===== config.mk =====
export PLATFORM = sky130hd
export DESIGN_NAME = hrwd_merge
export DESIGN_NICKNAME = d
export VERILOG_FILES = /design/src/sv/hrwd_pkg.sv /design/src/sv/hrwd_merge.sv
export SDC_FILE = /design/constraint.sdc
export NUM_CORES = 1
export LEC_CHECK = 0
export BUFFER_PORTS_ARGS = -buffer_cell sky130_fd_sc_hd__buf_4
export CAP_MARGIN = 20
export CORE_ASPECT_RATIO = 0.6
export CORE_MARGIN = 1
export CORE_UTILIZATION = 25
export DETAILED_ROUTE_END_ITERATION = 8
export HOLD_SLACK_MARGIN = 0.15
export PLACE_DENSITY_LB_ADDON = 0.25
export SLEW_MARGIN = 10
export SYNTH_ARGS = -nofsm -noshare
export SYNTH_HDL_FRONTEND = slang
export SYNTH_SLANG_ARGS = --single-unit

===== constraint.sdc =====
create_clock -name clk -period 4.13 [get_ports clk]
set_input_delay 0.826 -clock clk [delete_from_list [all_inputs] [get_ports clk]]
set_output_delay 0.826 -clock clk [all_outputs]
set_load 0.01 [all_outputs]

===== src/sv/hrwd_pkg.sv =====
`default_nettype none
package hrwd_pkg;

  localparam int ActuatorCount = 2;
  localparam int WordLanes     = 2;
  localparam logic [31:0] NeutralWord = 32'h4040_0100;
  localparam logic [6:0]  FreqReset   = 7'd64;

  typedef enum logic [1:0] {
    ACT_KEEP = 2'd0,
    ACT_DEF  = 2'd1,
    ACT_SET  = 2'd2,
    ACT_ADD  = 2'd3
  } act_t;

  typedef struct packed {
    act_t       amp_act;
    act_t       frq_act;
    logic [8:0] amp_off;   // signed, two's complement
    logic [3:0] frq_off;   // signed
  } cmd_t;

  typedef struct packed {
    logic [7:0] hi_amp;
    logic [7:0] lo_amp;
    logic [6:0] hi_frq;
    logic [6:0] lo_frq;
  } band_t;

  typedef struct packed {
    logic [7:0] lo;
    logic [7:0] hi;
  } peak_t;

  typedef enum logic [1:0] {
    ST_IDLE = 2'd0,
    ST_RUN  = 2'd1,
    ST_MERGE = 2'd2,
    ST_OUT  = 2'd3
  } state_t;

  function automatic cmd_t cmd_lookup(input logic [4:0] c);
    cmd_t e;
    e = '{ACT_KEEP, ACT_KEEP, 9'sd0, 4'sd0};
    unique case (c)
      5'd0:  e = '{ACT_DEF, ACT_DEF, 9'd0, 4'd0};
      5'd1:  e = '{ACT_SET, ACT_KEEP, 9'd0, 4'd0};
      5'd2:  e = '{ACT_SET, ACT_KEEP, 9'd240, 4'd0};
      5'd3:  e = '{ACT_SET, ACT_KEEP, 9'd224, 4'd0};
      5'd4:  e = '{ACT_SET, ACT_KEEP, 9'd208, 4'd0};
      5'd5:  e = '{ACT_SET, ACT_KEEP, 9'd192, 4'd0};
      5'd6:  e = '{ACT_SET, ACT_KEEP, 9'd176, 4'd0};
      5'd7:  e = '{ACT_SET, ACT_KEEP, 9'd160, 4'd0};
      5'd8:  e = '{ACT_SET, ACT_KEEP, 9'd144, 4'd0};
      5'd9:  e = '{ACT_SET, ACT_KEEP, 9'd128, 4'd0};
      5'd10: e = '{ACT_SET, ACT_KEEP, 9'd112, 4'd0};
      5'd11: e = '{ACT_SET, ACT_KEEP, 9'd96, 4'd0};
      5'd12: e = '{ACT_KEEP, ACT_SET, 9'd0, 4'd5};
      5'd13: e = '{ACT_KEEP, ACT_SET, 9'd0, 4'd5};
      5'd14: e = '{ACT_KEEP, ACT_SET, 9'd0, 4'd0};
      5'd15: e = '{ACT_KEEP, ACT_SET, 9'd0, 4'd7};
      5'd16: e = '{ACT_KEEP, ACT_SET, 9'd0, 4'd7};
      5'd17: e = '{ACT_ADD, ACT_ADD, 9'd4, 4'd1};
      5'd18: e = '{ACT_ADD, ACT_KEEP, 9'd4, 4'd0};
      5'd19: e = '{ACT_ADD, ACT_ADD, 9'd4, 4'hf};
      5'd20: e = '{ACT_ADD, ACT_ADD, 9'd1, 4'd1};
      5'd21: e = '{ACT_ADD, ACT_KEEP, 9'd1, 4'd0};
      5'd22: e = '{ACT_ADD, ACT_ADD, 9'd1, 4'hf};
      5'd23: e = '{ACT_KEEP, ACT_ADD, 9'd0, 4'd1};
      5'd24: e = '{ACT_KEEP, ACT_KEEP, 9'd0, 4'd0};
      5'd25: e = '{ACT_KEEP, ACT_ADD, 9'd0, 4'hf};
      5'd26: e = '{ACT_ADD, ACT_ADD, 9'h1ff, 4'd1};
      5'd27: e = '{ACT_ADD, ACT_KEEP, 9'h1ff, 4'd0};
      5'd28: e = '{ACT_ADD, ACT_ADD, 9'h1ff, 4'hf};
      5'd29: e = '{ACT_ADD, ACT_ADD, 9'h1fc, 4'd1};
      5'd30: e = '{ACT_ADD, ACT_KEEP, 9'h1fc, 4'd0};
      5'd31: e = '{ACT_ADD, ACT_ADD, 9'h1fc, 4'hf};
      default: e = '{ACT_KEEP, ACT_KEEP, 9'd0, 4'd0};
    endcase
    return e;
  endfunction

  // 8-bit value with clamp, 9-bit signed offset
  function automatic logic [7:0] amp_apply(input act_t a, input logic [8:0] off,
                                           input logic [7:0] cur);
    logic signed [10:0] s;
    logic [7:0] r;
    s = $signed({3'b000, cur}) + $signed({{2{off[8]}}, off});
    r = cur;
    case (a)
      ACT_KEEP: r = cur;
      ACT_DEF:  r = 8'd0;
      ACT_SET:  r = off[7:0];
      default: begin
        if (s < 0) r = 8'd0;
        else if (s > 11'sd255) r = 8'd255;
        else r = s[7:0];
      end
    endcase
    return r;
  endfunction

  function automatic logic [6:0] frq_apply(input act_t a, input logic [3:0] off,
                                           input logic [6:0] cur);
    logic signed [8:0] s;
    logic [6:0] r;
    s = $signed({2'b00, cur}) + $signed({{5{off[3]}}, off});
    r = cur;
    case (a)
      ACT_KEEP: r = cur;
      ACT_DEF:  r = FreqReset;
      ACT_SET:  r = {3'b000, off};
      default: begin
        if (s < 0) r = 7'd0;
        else if (s > 9'sd127) r = 7'd127;
        else r = s[6:0];
      end
    endcase
    return r;
  endfunction

  function automatic logic [7:0] host_amp(input logic [6:0] v);
    logic [7:0] r;
    if (v == 7'd0) r = 8'd0;
    else if (v < 7'd16) r = 8'd7 + {v[4:0], 3'b000};
    else if (v < 7'd32) r = 8'd97 + {v, 1'b0};
    else r = 8'd128 + {1'b0, v};
    return r;
  endfunction

  function automatic logic [7:0] mag_lookup(input logic [7:0] i);
    logic [7:0] m [256];
    m = '{
      0, 0, 1, 1, 1, 1, 1, 1, 1, 1, 1, 1, 1, 1, 1, 1,
      1, 1, 1, 2, 2, 2, 2, 2, 2, 2, 2, 2, 2, 2, 2, 2,
      2, 2, 2, 2, 2, 2, 2, 2, 2, 2, 2, 3, 3, 3, 3, 3,
      3, 3, 3, 3, 3, 3, 3, 3, 3, 3, 3, 4, 4, 4, 4, 4,
      4, 4, 4, 4, 4, 4, 5, 5, 5, 5, 5, 5, 5, 5, 5, 6,
      6, 6, 6, 6, 6, 6, 6, 7, 7, 7, 7, 7, 7, 7, 8, 8,
      8, 8, 8, 9, 9, 9, 9, 9, 9, 10, 10, 10, 10, 11, 11, 11,
      11, 12, 12, 12, 12, 13, 13, 13, 13, 14, 14, 14, 15, 15, 15, 16,
      16, 16, 17, 17, 17, 18, 18, 19, 19, 19, 20, 20, 21, 21, 22, 22,
      23, 23, 24, 24, 25, 25, 26, 26, 27, 27, 28, 29, 29, 30, 31, 31,
      32, 33, 33, 34, 35, 36, 36, 37, 38, 39, 40, 40, 41, 42, 43, 44,
      45, 46, 47, 48, 49, 50, 51, 52, 54, 55, 56, 57, 58, 60, 61, 62,
      64, 65, 67, 68, 70, 71, 73, 74, 76, 77, 79, 81, 83, 84, 86, 88,
      90, 92, 94, 96, 98, 100, 103, 105, 107, 110, 112, 114, 117, 119, 122, 125,
      128, 130, 133, 136, 139, 142, 145, 148, 152, 155, 158, 162, 165, 169, 173, 176,
      180, 184, 188, 192, 197, 201, 205, 210, 214, 219, 224, 229, 234, 239, 244, 250};
    return m[i];
  endfunction

endpackage
`default_nettype wire


===== src/sv/hrwd_merge.sv =====
`default_nettype none
// max over lane peaks and magnitude lookup, registered
module hrwd_merge import hrwd_pkg::*; (
  input  wire logic  clk,
  input  wire logic  load,
  input  peak_t      peaks [ActuatorCount],
  output logic [7:0] lo_mag,
  output logic [7:0] hi_mag
);

  peak_t mx;
  logic [7:0] lo_r, hi_r;

  always_comb begin
    mx = '0;
    for (int i = 0; i < ActuatorCount; i++) begin
      if (peaks[i].lo > mx.lo) mx.lo = peaks[i].lo;
      if (peaks[i].hi > mx.hi) mx.hi = peaks[i].hi;
    end
  end

  always_ff @(posedge clk) begin
    if (load) begin
      lo_r <= mag_lookup(mx.lo);
      hi_r <= mag_lookup(mx.hi);
    end
  end

  assign lo_mag = lo_r;
  assign hi_mag = hi_r;

endmodule
`default_nettype wire


==> results by group <==
Timing
  • RSZ-0062 raised after global routing: no
  • Final setup fails: 0
  • Fmax: between 200 and 300 MHz
  • Worst-Margin Slew: just under 0.9 ns
  • Final Max Tran Viols: 0
  • Period utilisation layout: 96.4%
  • Final Hold Fails: 0
  • Slew HR: between 30 and 40%
  • Sum Neg Setup Slack: 0 ns
  • Min Tclk post-route: between 3 and 4 ns

Detailed routing
  • Drt pass-1 iters: 5
  • Drt via density: 5.77
  • Routed length per instance: 20.1 µm
  • Iter 0 DRT Violations: 789
  • Routed wire length: 21.4 mm
  • Antenna Nets Post-Route: 0
  • Via count: 6149
  • Drt drc: 0

Die
  • Initial Util: 25.6%
  • Die width: 183 µm
  • Die height: 110 µm
  • Core Rows: 39
  • DIE AREA: 20200 µm²
  • Core footprint: approximately 19000 µm²
  • Num ports: 50

Cells and area
  • Area growth syn-to-layout: 30.3%
  • Fraction of final layout cells sized beyond drive strength 1: just under 30%
  • Finished Layout Cells: 1065
  • Diode count: 0
  • Final nets: 869

Critical path
  • Crit-path max FO: 12
  • CP startpoint kind: input port
  • Required time of the critical path: 4.14 ns
  • Worst Setup SP: peaks[17]
  • Crit path DAT: between 3 and 4 ns
  • Slowest-stage cell, CP: o41ai_1
  • Crit path largest cell delay: 0.46 ns
  • Most frequent CP cell: buf_4
  • Worst setup path end: hi_mag[0]
  • Classification of the worst setup path: input port to register
  • Worst Setup End Kind: register
  • CP cell instances: buf_4 > inv_1 > ha_1 > nor2b_1 > o211ai_1 > buf_4 > a211oi_4 > buf_4 > nor3_4 > nor2_8 > ha_1 > inv_1 > o41ai_1 > buf_4 > a2111oi_4 > a41oi_2 > o2bb2ai_1

Yosys
  • Post-synthesis cell count: 672
  • Post-synth cell types: 92
  • Number of flops mapped to enable cells by yosys: 16
  • Synth Area in XOR/XNOR: ~1.1%
  • Largest family of logic cells by synthesized area: compound AO/OA/AOI/OAI gates
  • Mux cell area share after synthesis: 4.52%
  • Mapped Area: 4900 µm²
  • Synth Area in Simple Gates: a little over a quarter
  • Synthesized area per cell: 7.29 µm²
  • Synth Warn #: 0
  • Post-synthesis sequential area ratio: about a tenth
  • Compound-Gate Fraction of Synth Area: 41.4%
  • Main flop type after synthesis: edfxtp_1
  • Post-synthesis net count: 740
  • Post-synth ARST share: 0%
  • Register bit total from synthesis: 16
  • Post-Synth Adder-Cell Area: under 10%

Clocking
  • Postcts setup bufs: 0
  • Root Driver: clkbuf_16
  • Post-CTS Resized: 0
  • CTS tree: built
  • TritonCTS sink count: 16
  • TritonCTS Buffers: 3
  • Clock slew at reported path FFs: 0.05 ns
  • H-tree depth: 1
  • CTS Hold Bufs: 0
  • Clock tree buffer depth: 2

Power and ir drop
  • Maximum vdd drop: ~130 µV
  • Overall power: 0.00178 W
  • Static leakage: 2.55 nW
  • Power Density: roughly 280 nW/µm²

Run
  • # Max-Cap Violations: 0

Placed design
  • Number of port buffers: 49
  • Hpwl dp: 17.6 mm
  • Dpl cells: 1062
  • GPL Wtd Cong: between 0.9 and 1

Global route
  • First-pass GRT wire length: 32.8 mm
  • Vias in the first global route: ~5500
  • Largest net degree at the start of global routing: 27
  • Global route overflow: 0
  • Antenna violations before repair: 0
  • GRT Util Overall: 20.6%

Worst hold path
  • Hold Path Class: input port to register

Run status
  • Outcome: completed
## synth_stat cells, drive strengths merged (12+ instances only)
cell     count  area (µm²)
a31oi       12        75.1
nand3       25         130
nor2        56         259
nand4       18         143
a21oi       58         328
nor3        32         199
a211oi      21         188
edfxtp      16         480
buf         32         203
nand2       58         223
mux2i       12         128
o211ai      12        95.1
clkbuf      20        75.1
ha          34         425
o2111ai     12         105
o21ai       53         273
inv         31         119
## sequential cells by signal, indices dropped and copies added (netlist names)
signal and count:
hi_mag 8, lo_mag 8
## metal layers
layer | track usage [%] | share of wire (%)
met5 | 0 | 0
met2 | 22.7 | 33
met3 | 7.55 | 15
met1 | 35.5 | 52
met4 | 1.34 | 0.44
## final cells by class
type / count / area, µm²
repair buffers: 176 / 1320
fillers: 2067 / 12700
clock buffers: 3 / 75.1
well taps: 266 / 333
multi-input cells: 573 / 4060
inverters: 31 / 119
flip-flops and latches: 16 / 480
## report_power, final
| group | internal [W] | switching, W | total [W] |
|---|---|---|---|
| logic | 0.000559 | 0.000811 | 0.00137 |
| clock network | 0.000127 | 0.0000538 | 0.000180 |
| registers | 0.000218 | 0.00000993 | 0.000228 |
| total | 0.000904 | 0.000875 | 0.00178 |
## cell usage in the layout, fill, tap and decap left out, drive strengths merged, types with 12 or more instances in the layout
cell and count:
o211ai 12, buf 176, a21oi 58, o21ai 53, nor2 56, nor3 32, o2111ai 12, ha 34
edfxtp 16, a31oi 12, inv 31, a211oi 21, nand4 18, nand2 58, mux2i 12, nand3 25
## metrics by stage
stage / setup WS, ns / area, µm² / hold WS (ns) / util [%]
4_1_cts: 0.0706 / 6360 / 0.958 / 33.3
3_3_place_gp: -0.208 / 6290 / 1.21 / 32.9
3_5_place_dp: -0.161 / 6290 / 1.21 / 32.9
5_1_grt: 0.00376 / 6380 / 0.958 / 33.4
2_1_floorplan: 0.00417 / 4910 / 0.938 / -
6_report: 0.148 / 6380 / 0.960 / 33.4
## cell families (layout without fill, tap and decap cells)
logic type               Yosys count  in the layout
flip-flops                        16             16
adder cells (fa/ha/maj)           35             35
multiplexers                      20             20
AO/OA/AOI/OAI                    272            272
AND/OR/NAND/NOR                  240            240
XOR/XNOR                           6              6
buffers and inverters             83            210
## how the worst min path moves through the flow
stage | startpoint | endpoint | slack (ns) | cells past startpoint
floorplan | load | hi_mag[0] | 0.94 | 0
global placement | load | hi_mag[7] | 1.21 | 1
detailed placement | load | lo_mag[7] | 1.21 | 1
CTS | load | lo_mag[7] | 0.96 | 1
global route | load | lo_mag[0] | 0.96 | 1
finish | load | lo_mag[7] | 0.96 | 1
## critical path, delay by kind of cell
| family | cells | cell delay (ns) |
|---|---|---|
| compound gates | 6 | 1.34 |
| buf+inv | 6 | 0.79 |
| fa+ha+maj | 2 | 0.58 |
| simple gates | 3 | 0.44 |
(Power assumes the default switching activity.)
